[src/dfs_pkg.sv]
// ----------------------------------------------------------------------------
// dfs_pkg: shared types and constants for the drain/fill sequencer
// Operation, phase and event codes, register indexes and the config struct.
// ----------------------------------------------------------------------------
package dfs_pkg;

    localparam int unsigned CfgIndexWidth = 3;
    localparam int unsigned CfgDataWidth  = 32;
    localparam int unsigned SalWidth      = 16;
    localparam int unsigned TickWidth     = 32;

    // Register indexes on the configuration port
    localparam logic [CfgIndexWidth-1:0] CFG_SALT_MODE    = 3'd0;
    localparam logic [CfgIndexWidth-1:0] CFG_SALINITY_MIN = 3'd1;
    localparam logic [CfgIndexWidth-1:0] CFG_SALINITY_MAX = 3'd2;
    localparam logic [CfgIndexWidth-1:0] CFG_DRAIN_LIMIT  = 3'd3;
    localparam logic [CfgIndexWidth-1:0] CFG_FILL_LIMIT   = 3'd4;

    // Register reset values
    localparam logic [SalWidth-1:0]  SALINITY_MIN_RST = 16'd0;
    localparam logic [SalWidth-1:0]  SALINITY_MAX_RST = 16'hFFFF;
    localparam logic [TickWidth-1:0] DRAIN_LIMIT_RST  = 32'd600000;
    localparam logic [TickWidth-1:0] FILL_LIMIT_RST   = 32'd600000;

    typedef enum logic [1:0] {
        OP_TICK  = 2'd0,
        OP_START = 2'd1,
        OP_ABORT = 2'd2
    } op_t;

    typedef enum logic [1:0] {
        PH_IDLE  = 2'd0,
        PH_DRAIN = 2'd1,
        PH_FILL  = 2'd2
    } phase_t;

    typedef enum logic [3:0] {
        EV_NONE       = 4'd0,
        EV_STARTED    = 4'd1,
        EV_SKIP_SAL   = 4'd2,
        EV_SKIP_LEVEL = 4'd3,
        EV_DRAIN_DONE = 4'd4,
        EV_DRAIN_TMO  = 4'd5,
        EV_FILL_DONE  = 4'd6,
        EV_BARREL_LOW = 4'd7,
        EV_FILL_TMO   = 4'd8,
        EV_ABORTED    = 4'd9
    } event_t;

    typedef struct packed {
        logic                 salt_mode;
        logic [SalWidth-1:0]  salinity_min;
        logic [SalWidth-1:0]  salinity_max;
        logic [TickWidth-1:0] drain_limit;
        logic [TickWidth-1:0] fill_limit;
    } cfg_t;

    // One input transaction after unpacking
    typedef struct packed {
        logic [1:0]          operation;
        logic                tank_low_hit;
        logic                tank_high_hit;
        logic                barrel_low_hit;
        logic                tank_level_low;
        logic                barrel_level_low;
        logic [SalWidth-1:0] barrel_salinity;
    } item_t;

endpackage

[src/dfs_cfg_regs.sv]
// ----------------------------------------------------------------------------
// dfs_cfg_regs: configuration register file
// Write-only registers loaded from the plain write port.
// ----------------------------------------------------------------------------
module dfs_cfg_regs
(
    input  logic                                  clk,
    input  logic                                  rst_n,
    input  logic                                  cfg_we,
    input  logic [dfs_pkg::CfgIndexWidth-1:0]     cfg_index,
    input  logic [dfs_pkg::CfgDataWidth-1:0]      cfg_data,
    output dfs_pkg::cfg_t                         cfg
);

    dfs_pkg::cfg_t cfg_reg;

    always_ff @(posedge clk or negedge rst_n)
    begin
        if (!rst_n)
        begin
            cfg_reg.salt_mode    <= 1'b0;
            cfg_reg.salinity_min <= dfs_pkg::SALINITY_MIN_RST;
            cfg_reg.salinity_max <= dfs_pkg::SALINITY_MAX_RST;
            cfg_reg.drain_limit  <= dfs_pkg::DRAIN_LIMIT_RST;
            cfg_reg.fill_limit   <= dfs_pkg::FILL_LIMIT_RST;
        end
        else if (cfg_we)
        begin
            // indexes beyond the list are dropped
            unique case (cfg_index)
                dfs_pkg::CFG_SALT_MODE:    cfg_reg.salt_mode    <= cfg_data[0];
                dfs_pkg::CFG_SALINITY_MIN: cfg_reg.salinity_min <= cfg_data[15:0];
                dfs_pkg::CFG_SALINITY_MAX: cfg_reg.salinity_max <= cfg_data[15:0];
                dfs_pkg::CFG_DRAIN_LIMIT:  cfg_reg.drain_limit  <= cfg_data;
                dfs_pkg::CFG_FILL_LIMIT:   cfg_reg.fill_limit   <= cfg_data;
                default: ;
            endcase
        end
    end

    assign cfg = cfg_reg;

endmodule

[src/dfs_step.sv]
// ----------------------------------------------------------------------------
// dfs_step: next-state logic of the sequencer
// Computes next phase, next tick count and event for one transaction.
// ----------------------------------------------------------------------------
module dfs_step
(
    input  dfs_pkg::cfg_t                     cfg,
    input  dfs_pkg::item_t                    item,
    input  dfs_pkg::phase_t                   phase,
    input  logic [dfs_pkg::TickWidth-1:0]     elapsed,
    output dfs_pkg::phase_t                   phase_next,
    output logic [dfs_pkg::TickWidth-1:0]     elapsed_next,
    output dfs_pkg::event_t                   ev
);

    logic [dfs_pkg::TickWidth-1:0] elapsed_inc;
    logic                          drain_expired;
    logic                          fill_expired;
    logic                          sal_bad;

    // saturating tick count, shared by both phase timeouts
    assign elapsed_inc   = (&elapsed) ? elapsed : elapsed + 1'b1;
    assign drain_expired = (elapsed_inc >= cfg.drain_limit);
    assign fill_expired  = (elapsed_inc >= cfg.fill_limit);
    assign sal_bad       = cfg.salt_mode &&
                           ((item.barrel_salinity < cfg.salinity_min) ||
                            (item.barrel_salinity > cfg.salinity_max));

    always_comb
    begin
        phase_next   = phase;
        elapsed_next = elapsed;
        ev           = dfs_pkg::EV_NONE;
        unique case (item.operation)
            dfs_pkg::OP_ABORT:
            begin
                phase_next   = dfs_pkg::PH_IDLE;
                elapsed_next = '0;
                ev           = dfs_pkg::EV_ABORTED;
            end
            dfs_pkg::OP_START:
            begin
                if (phase == dfs_pkg::PH_IDLE)
                begin
                    priority if (sal_bad)
                        ev = dfs_pkg::EV_SKIP_SAL;
                    else if (item.tank_level_low || item.barrel_level_low)
                        ev = dfs_pkg::EV_SKIP_LEVEL;
                    else
                    begin
                        phase_next   = dfs_pkg::PH_DRAIN;
                        elapsed_next = '0;
                        ev           = dfs_pkg::EV_STARTED;
                    end
                end
            end
            dfs_pkg::OP_TICK:
            begin
                unique case (phase)
                    dfs_pkg::PH_DRAIN:
                    begin
                        priority if (item.tank_low_hit)
                        begin
                            phase_next   = dfs_pkg::PH_FILL;
                            elapsed_next = '0;
                            ev           = dfs_pkg::EV_DRAIN_DONE;
                        end
                        else if (drain_expired)
                        begin
                            phase_next   = dfs_pkg::PH_FILL;
                            elapsed_next = '0;
                            ev           = dfs_pkg::EV_DRAIN_TMO;
                        end
                        else
                            elapsed_next = elapsed_inc;
                    end
                    dfs_pkg::PH_FILL:
                    begin
                        priority if (item.tank_high_hit)
                        begin
                            phase_next   = dfs_pkg::PH_IDLE;
                            elapsed_next = '0;
                            ev           = dfs_pkg::EV_FILL_DONE;
                        end
                        else if (item.barrel_low_hit)
                        begin
                            phase_next   = dfs_pkg::PH_IDLE;
                            elapsed_next = '0;
                            ev           = dfs_pkg::EV_BARREL_LOW;
                        end
                        else if (fill_expired)
                        begin
                            phase_next   = dfs_pkg::PH_IDLE;
                            elapsed_next = '0;
                            ev           = dfs_pkg::EV_FILL_TMO;
                        end
                        else
                            elapsed_next = elapsed_inc;
                    end
                    default: phase_next = dfs_pkg::PH_IDLE;
                endcase
            end
            default: ;   // reserved operation code: no effect
        endcase
    end

endmodule

[src/drain_fill_sequencer.sv]
// ----------------------------------------------------------------------------
// drain_fill_sequencer: water-change drain/fill sequencer
// Steps a drain-then-fill sequence on tick, start and abort transactions.
// ----------------------------------------------------------------------------
// Usage:
//   Slave stream (s_*) carries one command per transaction: s_tuser holds the
//   operation (tick, start, abort); s_tdata holds the level switches, level
//   classes and barrel salinity. Every input transaction yields exactly one
//   master-stream (m_*) transaction with the pump states, the phase after
//   the command and an event code. Configuration (salt mode, salinity window,
//   drain/fill tick limits) is written through cfg_we/cfg_index/cfg_data; the
//   user must do so only while the block is idle, which it does not enforce.
// Pipeline and throughput:
//   A command lands in an input register, the next-state logic runs
//   combinationally and the result is registered. One transaction per cycle
//   is sustained while m_tready stays high; the phase and tick count update
//   in the same cycle the command leaves the input register.
// Reset:
//   rst_n (async, active low) returns the phase to idle, clears the tick
//   count, empties both stages and restores the register defaults.
// Stall:
//   While m_tready is low the result stays on m_tdata and one more command
//   is held in the input register; s_tready then drops until the output
//   moves again.
// ----------------------------------------------------------------------------
module drain_fill_sequencer
(
    input  logic                                  clk,
    input  logic                                  rst_n,
    // slave stream
    input  logic                                  s_tvalid,
    output logic                                  s_tready,
    // [0] tank_low_hit, [1] tank_high_hit, [2] barrel_low_hit,
    // [3] tank_level_low, [4] barrel_level_low, [20:5] barrel_salinity
    input  logic [23:0]                           s_tdata,
    // [1:0] operation
    input  logic [1:0]                            s_tuser,
    // master stream
    output logic                                  m_tvalid,
    input  logic                                  m_tready,
    // [0] drain_on, [1] fill_on, [3:2] phase, [7:4] event_code
    output logic [7:0]                            m_tdata,
    // configuration write port
    input  logic                                  cfg_we,
    input  logic [dfs_pkg::CfgIndexWidth-1:0]     cfg_index,
    input  logic [dfs_pkg::CfgDataWidth-1:0]      cfg_data
);

    dfs_pkg::cfg_t                  cfg;

    // input stage
    logic                           in_valid_reg;
    dfs_pkg::item_t                 item_reg;

    // sequencer state
    dfs_pkg::phase_t                phase_reg;
    dfs_pkg::phase_t                phase_next;
    logic [dfs_pkg::TickWidth-1:0]  elapsed_reg;
    logic [dfs_pkg::TickWidth-1:0]  elapsed_next;
    dfs_pkg::event_t                ev_next;

    // result stage
    logic                           out_valid_reg;
    dfs_pkg::phase_t                out_phase_reg;
    dfs_pkg::event_t                out_event_reg;

    logic                           advance;
    logic                           s_xfer;

    // input stage moves forward when the result register is free or draining
    assign advance  = in_valid_reg && (!out_valid_reg || m_tready);
    assign s_tready = !in_valid_reg || advance;
    assign s_xfer   = s_tvalid && s_tready;

    dfs_cfg_regs u_cfg_regs
    (
        .clk       (clk),
        .rst_n     (rst_n),
        .cfg_we    (cfg_we),
        .cfg_index (cfg_index),
        .cfg_data  (cfg_data),
        .cfg       (cfg)
    );

    dfs_step u_step
    (
        .cfg          (cfg),
        .item         (item_reg),
        .phase        (phase_reg),
        .elapsed      (elapsed_reg),
        .phase_next   (phase_next),
        .elapsed_next (elapsed_next),
        .ev           (ev_next)
    );

    // input register
    always_ff @(posedge clk or negedge rst_n)
    begin
        if (!rst_n)
            in_valid_reg <= 1'b0;
        else if (s_tready)
            in_valid_reg <= s_tvalid;
    end

    always_ff @(posedge clk)
    begin
        if (s_xfer)
        begin
            item_reg.operation        <= s_tuser;
            item_reg.tank_low_hit     <= s_tdata[0];
            item_reg.tank_high_hit    <= s_tdata[1];
            item_reg.barrel_low_hit   <= s_tdata[2];
            item_reg.tank_level_low   <= s_tdata[3];
            item_reg.barrel_level_low <= s_tdata[4];
            item_reg.barrel_salinity  <= s_tdata[20:5];
        end
    end

    // state and result register: both update on the same command
    always_ff @(posedge clk or negedge rst_n)
    begin
        if (!rst_n)
        begin
            phase_reg     <= dfs_pkg::PH_IDLE;
            elapsed_reg   <= '0;
            out_valid_reg <= 1'b0;
        end
        else
        begin
            if (advance)
            begin
                phase_reg     <= phase_next;
                elapsed_reg   <= elapsed_next;
                out_valid_reg <= 1'b1;
            end
            else if (m_tready)
                out_valid_reg <= 1'b0;
        end
    end

    always_ff @(posedge clk)
    begin
        if (advance)
        begin
            out_phase_reg <= phase_next;
            out_event_reg <= ev_next;
        end
    end

    assign m_tvalid = out_valid_reg;
    assign m_tdata  = {out_event_reg,
                       out_phase_reg,
                       out_phase_reg == dfs_pkg::PH_FILL,
                       out_phase_reg == dfs_pkg::PH_DRAIN};

    // ------------------------------------------------------------------
    // Assertions
    // ------------------------------------------------------------------

    // state only moves when a command is consumed
    assert property (@(posedge clk) disable iff (!rst_n)
        !advance |=> $stable(phase_reg) && $stable(elapsed_reg))
        else $error("sequencer state changed without a command");

    // the tick count is always cleared while idle
    assert property (@(posedge clk) disable iff (!rst_n)
        phase_reg == dfs_pkg::PH_IDLE |-> elapsed_reg == '0)
        else $error("tick count nonzero in idle");

    // an abort result always reports idle
    assert property (@(posedge clk) disable iff (!rst_n)
        out_valid_reg && out_event_reg == dfs_pkg::EV_ABORTED
            |-> out_phase_reg == dfs_pkg::PH_IDLE)
        else $error("abort result not idle");

    // a start result always reports drain, and matches the live phase
    assert property (@(posedge clk) disable iff (!rst_n)
        advance && ev_next == dfs_pkg::EV_STARTED
            |=> phase_reg == dfs_pkg::PH_DRAIN && out_phase_reg == dfs_pkg::PH_DRAIN)
        else $error("start did not enter drain");

    // a drain end always lands in fill
    assert property (@(posedge clk) disable iff (!rst_n)
        advance && (ev_next == dfs_pkg::EV_DRAIN_DONE || ev_next == dfs_pkg::EV_DRAIN_TMO)
            |=> phase_reg == dfs_pkg::PH_FILL)
        else $error("drain end did not enter fill");

endmodule

[config.mk]
export PLATFORM = sky130hd
export DESIGN_NAME = drain_fill_sequencer
export DESIGN_NICKNAME = d
export VERILOG_FILES = /design/src/dfs_pkg.sv /design/src/dfs_cfg_regs.sv /design/src/dfs_step.sv /design/src/drain_fill_sequencer.sv
export SDC_FILE = /design/constraint.sdc
export NUM_CORES = 1
export LEC_CHECK = 0
export BUFFER_PORTS_ARGS = -buffer_cell sky130_fd_sc_hd__buf_2
export CORE_ASPECT_RATIO = 0.9
export CORE_MARGIN = 2
export CORE_UTILIZATION = 60
export DETAILED_ROUTE_END_ITERATION = 10
export PLACE_DENSITY = 0.86
export SETUP_SLACK_MARGIN = 0.05
export SYNTH_ARGS = -nofsm -noshare
export SYNTH_HDL_FRONTEND = slang
export SYNTH_SLANG_ARGS = --single-unit
[constraint.sdc]
create_clock -name clk -period 8.66 [get_ports clk]
set_input_delay 1.299 -clock clk [delete_from_list [all_inputs] [get_ports clk]]
set_output_delay 1.299 -clock clk [all_outputs]
set_load 0.005 [all_outputs]
==> metrics.txt, run 1 <==
run status completed; clk sinks 162; Post CTS Setup Buffer Count 0; DR iter-0 viols 447; die area approximately 17000 sq um; fillers between 1000 and 1500; Syn-to-layout area delta 11.59%; vias in the first global route slightly above 7000; Vias/cell between 5 and 6; RSZ-0062 raised after global routing no; Power Internal approximately 1.6 mW; Register Area about 4200 sq um; Die H between 100 and 150 um; fin nets ~1200; Slew HR a little over a quarter; post-synthesis sequential area ratio between 40% and 50%; Slew Limit Fails 0; number of synthesized flops with an enable pin 29; Crit Path Category register to register; core area ~15000 sq um; global-route wire length before repair about 34 mm; worst hold slack approximately 0.50 ns; Multi-input gate area 4667 sq um; chip width around 140 um; CTS H-tree depth 4; worst path cell trace and4_4 -> and3_1 -> and3_2 -> and3_1 -> o2111ai_4 -> or2_0 -> xor2_1 -> inv_1 -> ha_1 -> a21oi_1 -> nand2_1 -> a221o_1 -> a211o_1 -> a31oi_2 -> a32oi_2 -> buf_4 -> nor2_1 -> a221o_1; Power Density between 200 and 250 nW/um^2; Initial Util between 60% and 70%; Psw roughly 0.69 mW; Bufs on Longest Clock Path 2; Main synth FF type dfrtp_1; Layout Skew slightly below 0.009 ns; # DRC 0; CP max stage cell nor2_1; sequential share of power 44.1%; share of cells above drive strength 1 19.53%; WL final 20.11 mm; kind of cell adding the most delay to the critical path simple AND/OR/NAND/NOR gates; Crit. End Element register; hold buffers post-CTS 0; IO buf count 72; Post-DP HPWL 14.35 mm; Final setup viols 0; XOR/XNOR Fraction of Synth Area under 10%; Synth async-reset ratio around 82%; max-cap viol count 0; CTS buffer count 17; combinational power share between 20% and 30%; Fmax ~190 MHz; Synth Instances around 950; FP Rows 43; I/O Pins 76; Clock transition at path regs about 0.07 ns; pin count of the biggest net entering global routing 76; Synth Area in Compound Gates 14.19%; crit-path max cell delay 0.68 ns; wire per inst about 16 um; 1st-pass router iterations 5; routability congestion estimate between 0.8 and 0.9; WP buf/inv 2; Critical Path AT 5.75 ns; sw frac between 30% and 40%; CP startpoint kind register; Fin. Hold Viols 0; Skew-Pair Late Insertion Delay between 0.4 and 0.5 ns; Total Neg Setup Slack 0 ns; Synth Register Bits around 160; DP Area 9961 sq um; Hold Path Class register to register; post-CTS sizing 0; Syn Nets approximately 1100; GRT Total Usage 25.94%; clock power share approximately 33%; Synth Area in Simple Gates between 10% and 20%; Period minus WS final 5.371 ns; Synthesis Warnings 0; detailed-route via count a little over 7000; measured slew at the worst slew-check pin approximately 1.1 ns; GRT overflow 0; Critical Path RT 9.04 ns; Worst VDD drop roughly 0.15 mV; initial antenna violation count 0; CTS Root Cell clkbuf_16; Mapped Area about 9400 sq um; CTS tree done; largest family of logic cells by synthesized area simple AND/OR/NAND/NOR gates; fin area ~11000 sq um; Final ANT Viol Nets 0; Synth Area per Inst a little under 10 sq um; Yosys cell types 75; post-synthesis adder-cell area fraction 13.11%; P_leak between 4 and 5 nW; mux cell area share after synthesis 4.291%; part of the cycle the worst path needs roughly 62%; CP Max Fanout 34; max reg flops 97; Antenna Cells 0
==> layout by cell type (no fill, tap or decap), types with 7 or more instances in the layout <==
cell and instances:
inv_1 107, clkbuf_16 17, mux2_2 36, o31ai_2 10
nor2b_1 8, o31ai_1 7, o21ai_0 81, nand2_1 137
nand4_1 13, edfxtp_1 29, nand3_1 28, dfrtp_1 101
and3_1 7, dfstp_2 32, nor2_1 33, buf_2 71
a21oi_1 34, nand2b_1 11, ha_1 99, a2bb2oi_1 13
xnor2_1 25, nor3_1 13
==> cell type report <==
class                           count  share of cell area (%)
Tap cell                          202                   2.398
Multi-Input combinational cell    651                   44.27
Timing Repair Buffer               77                   3.798
Clock buffer                       17                   4.036
Sequential cell                   162                   40.21
Inverter                          107                   3.810
Clock inverter                     15                   1.472
==> power by group through the flow <==
stage	clock (mW)	sequential (mW)	combinational, mW
4_1_cts	0.763	0.997	0.513
3_5_place_dp	0	1.01	0.504
6_report	0.753	0.998	0.513
3_3_place_gp	0	1.00	0.473
2_1_floorplan	0	0.979	0.381
5_1_grt	0.800	1.01	0.583
==> per-layer routing <==
layer / GRT usage (%) / wire length [um]
met5: 0 / 0
met1: 33.41 / 9084
met3: 6.888 / 1061
met2: 43.00 / 9610
met4: 8.268 / 352
==> stage by stage <==
stage | util [%] | setup slack [ns] | power, mW | std cells
after floorplan | - | 4.468 | 1.360 | 954
after detailed placement | 64.73 | 3.405 | 1.513 | 1199
after global routing | 68.51 | 2.946 | 2.397 | 1231
after CTS | 68.51 | 3.334 | 2.273 | 1231
after global placement | 64.73 | 3.478 | 1.476 | 1199
final | 68.51 | 3.289 | 2.264 | 1231
==> cells by family after synthesis <==
family,Yosys count
flops,162
simple gates,289
compound gates,197
mux,36
xor+xnor,30
fa+ha+maj,99
buf+inv,141
==> synthesized netlist by cell type, types with 3 or more instances <==
cell type | instances | area [sq um]
a211o_1 | 3 | 26.28
a211oi_1 | 3 | 22.52
a21oi_1 | 34 | 170.2
a221o_1 | 6 | 60.06
a22o_1 | 4 | 35.03
a2bb2oi_1 | 13 | 113.9
and3_1 | 7 | 43.79
and4_1 | 6 | 52.55
buf_1 | 3 | 11.26
buf_2 | 5 | 25.02
clkbuf_1 | 22 | 82.58
dfrtp_1 | 101 | 2527
dfstp_2 | 32 | 840.8
edfxtp_1 | 29 | 870.8
ha_1 | 99 | 1239
inv_1 | 107 | 401.6
mux2_2 | 36 | 405.4
nand2_1 | 137 | 514.2
nand2b_1 | 11 | 68.82
nand3_1 | 28 | 140.1
nand4_1 | 13 | 81.33
nor2_1 | 33 | 123.9
nor2b_1 | 8 | 50.05
nor3_1 | 14 | 70.07
nor3b_1 | 5 | 37.54
nor4_1 | 4 | 25.02
o211ai_1 | 6 | 45.04
o21ai_0 | 81 | 405.4
o21bai_1 | 3 | 22.52
o31ai_1 | 7 | 52.55
o31ai_2 | 10 | 125.1
or3_1 | 3 | 18.77
xnor2_1 | 25 | 219.0
xor2_1 | 5 | 43.79
==> path summary, 6_finish.rpt <==
path | from | to | slack (ns) | cells past startpoint
min in group asynchronous | rst_n | u_cfg_regs.cfg[18] | 0.96 | 1
worst max-delay path | elapsed_reg[3] | elapsed_reg[21] | 3.29 | 18
worst max register to register | elapsed_reg[3] | elapsed_reg[21] | 3.29 | 18
worst min-delay path | u_cfg_regs.cfg[80] | u_cfg_regs.cfg[80] | 0.50 | 1
worst min register to register | u_cfg_regs.cfg[80] | u_cfg_regs.cfg[80] | 0.50 | 1
max in group asynchronous | rst_n | u_cfg_regs.cfg[92] | 6.29 | 2
Power figures use the tool's default switching activity.
==> run 2, diff against run 1 <==
==> constraint.sdc (replaced) <==
create_clock -name clk -period 5.6 [get_ports clk]
set_input_delay 0.84 -clock clk [delete_from_list [all_inputs] [get_ports clk]]
set_output_delay 0.84 -clock clk [all_outputs]
set_load 0.005 [all_outputs]
==> metrics.txt, run 2 (synthesis gave the netlist of run 1 again) <==
WL final ~20 mm; pre-CTS WS between 0.7 and 0.8 ns; total power around 3.5 mW; Worst VDD drop about 0.24 mV; IO buf count between 70 and 80; placed cell count 1203; Critical Path RT approximately 5.9 ns; Total Neg Setup Slack 0 ns; CTS Root Cell clkbuf_16; hold buffers post-CTS 0; I/O Pins between 70 and 80; 1st-pass router iterations 7; share of cells above drive strength 1 20.04%; crit-path max cell delay around 0.49 ns; FP Rows 43; fin area 10600 sq um; worst hold slack roughly 0.37 ns; DR iter-0 viols 450; Syn-to-layout area delta 12.16%; end-of-flow core utilization between 60% and 70%; routability congestion estimate 0.8551; wire per inst between 15 and 20 um; CTS buffer count 17; vias in the first global route approximately 7000; final setup margin between 0.5 and 0.6 ns; WP buf/inv 1; Slew HR ~30%; Period minus WS final between 5 and 6 ns; CP max stage cell dfrtp_1; RSZ-0062 raised after global routing no; CTS H-tree depth 4; die area 16770 sq um; CP startpoint kind register; Final ANT Viol Nets 0; Vias/cell between 5 and 6; post-CTS sizing 0; Layout Skew between 0.01 and 0.015 ns; Crit Path Category register to register; Bufs on Longest Clock Path 2; Post CTS Setup Buffer Count 0; Die H 123.0 um; Fin. Hold Viols 0; part of the cycle the worst path needs roughly 90%; CP Max Fanout 32; Hold Path Class primary input to async pin; Post-DP HPWL approximately 14 mm; DP Area roughly 10000 sq um; Fmax just under 200 MHz; clk sinks 162; commonest non-fill, non-tap cells in the layout nand2_1, inv_1, dfrtp_1; Initial Util just over 60%; kind of cell adding the most delay to the critical path simple AND/OR/NAND/NOR gates; measured slew at the worst slew-check pin between 1 and 1.5 ns; Register-to-Register Setup Slack approximately 0.57 ns; run status completed; worst path cell trace nand3_1 -> or3_4 -> nor4_4 -> nor2_1 -> nand3_1 -> nor2_1 -> xor2_1 -> ha_1 -> nand4_1 -> nor3_1 -> nand4b_1 -> a311oi_1 -> nor2_1 -> a32oi_2 -> buf_4 -> nor3b_1 -> a221o_1; CTS tree done; GRT Total Usage approximately a quarter; Critical Path AT around 5.3 ns; Final setup viols 0; Clock transition at path regs 0.06 ns; pin count of the biggest net entering global routing 64; reg2reg path depth 17; core area around 15000 sq um; P_leak about 5 nW; fillers about 1200; GRT overflow 0; max-cap viol count 0; Antenna Cells 0; chip width 136.3 um; detailed-route via count 7080; Power Density ~330 nW/um^2; Crit. End Element register; initial antenna violation count 0; r2r startpoint elapsed_reg[27]; fin nets between 1000 and 1500; max reg flops between 90 and 100; # DRC 0; reg-to-reg endpoint elapsed_reg[19]; final std cells w/o fill between 1000 and 1500; Skew-Pair Late Insertion Delay between 0.4 and 0.5 ns; Slew Limit Fails 0; global-route wire length before repair 33.58 mm; most common cell after layout, fill and taps aside nand2_1; Most Frequent Cell on Critical Path nor2_1
run 2: cell types whose count changed in the layout (fill, tap and decap cells not counted), sizes merged:
| cell | change |
|---|---|
| bufinv | +1 |
| clkinv | -2 |
| buf | +4 |
| clkbuf | +1 |
run 2: layer usage:
metal | share of wire (%) | up-vias | routed length, um | global-route usage, %
met2 | 48 | 183 | 9435 | 41.17
met1 | 46 | 3400 | 9137 | 34.70
met4 | 1.6 | 0 | 307 | 8.073
met5 | 0 | - | 0 | 0
li1 | - | 3471 | - | -
met3 | 4.6 | 26 | 917 | 5.617
run 2: worst max path at each step:
| stage | slack, ns | from | cells after the start | endpoint |
|---|---|---|---|---|
| 2_1_floorplan | 1.41 | elapsed_reg[3] | 18 | elapsed_reg[19] |
| 3_3_place_gp | 0.80 | elapsed_reg[27] | 17 | elapsed_reg[19] |
| 3_5_place_dp | 0.72 | elapsed_reg[27] | 17 | elapsed_reg[19] |
| 4_1_cts | 0.67 | elapsed_reg[27] | 17 | elapsed_reg[17] |
| 5_1_grt | 0.17 | elapsed_reg[27] | 17 | elapsed_reg[27] |
| 6_report | 0.57 | elapsed_reg[27] | 17 | elapsed_reg[19] |
run 2: final cells by class:
class                   instances  area, sq um  share of cell area, %
well taps                     202        252.7                  2.385
clock buffers                  18        429.2                  4.051
inverters                     107        401.6                  3.791
multi-input cells             651         4667                  44.05
flip-flops and latches        162         4239                  40.01
repair buffers                 81        430.4                  4.062
clock inverters                14        175.2                  1.653
run 2: worst register-to-register path: cells and delay by family (launching register included):
family	cells	cell delay [ns]
buffers and inverters	1	0.38
adder cells (fa/ha/maj)	1	0.32
AO/OA/AOI/OAI	3	0.92
AND/OR/NAND/NOR	11	2.65
XOR/XNOR	1	0.18
flip-flops	1	0.49
run 2: report_power, final:
| part | internal [mW] | total, mW | switching [mW] |
|---|---|---|---|
| logic | 0.345 | 0.793 | 0.448 |
| clock network | 0.709 | 1.21 | 0.501 |
| registers | 1.43 | 1.54 | 0.117 |
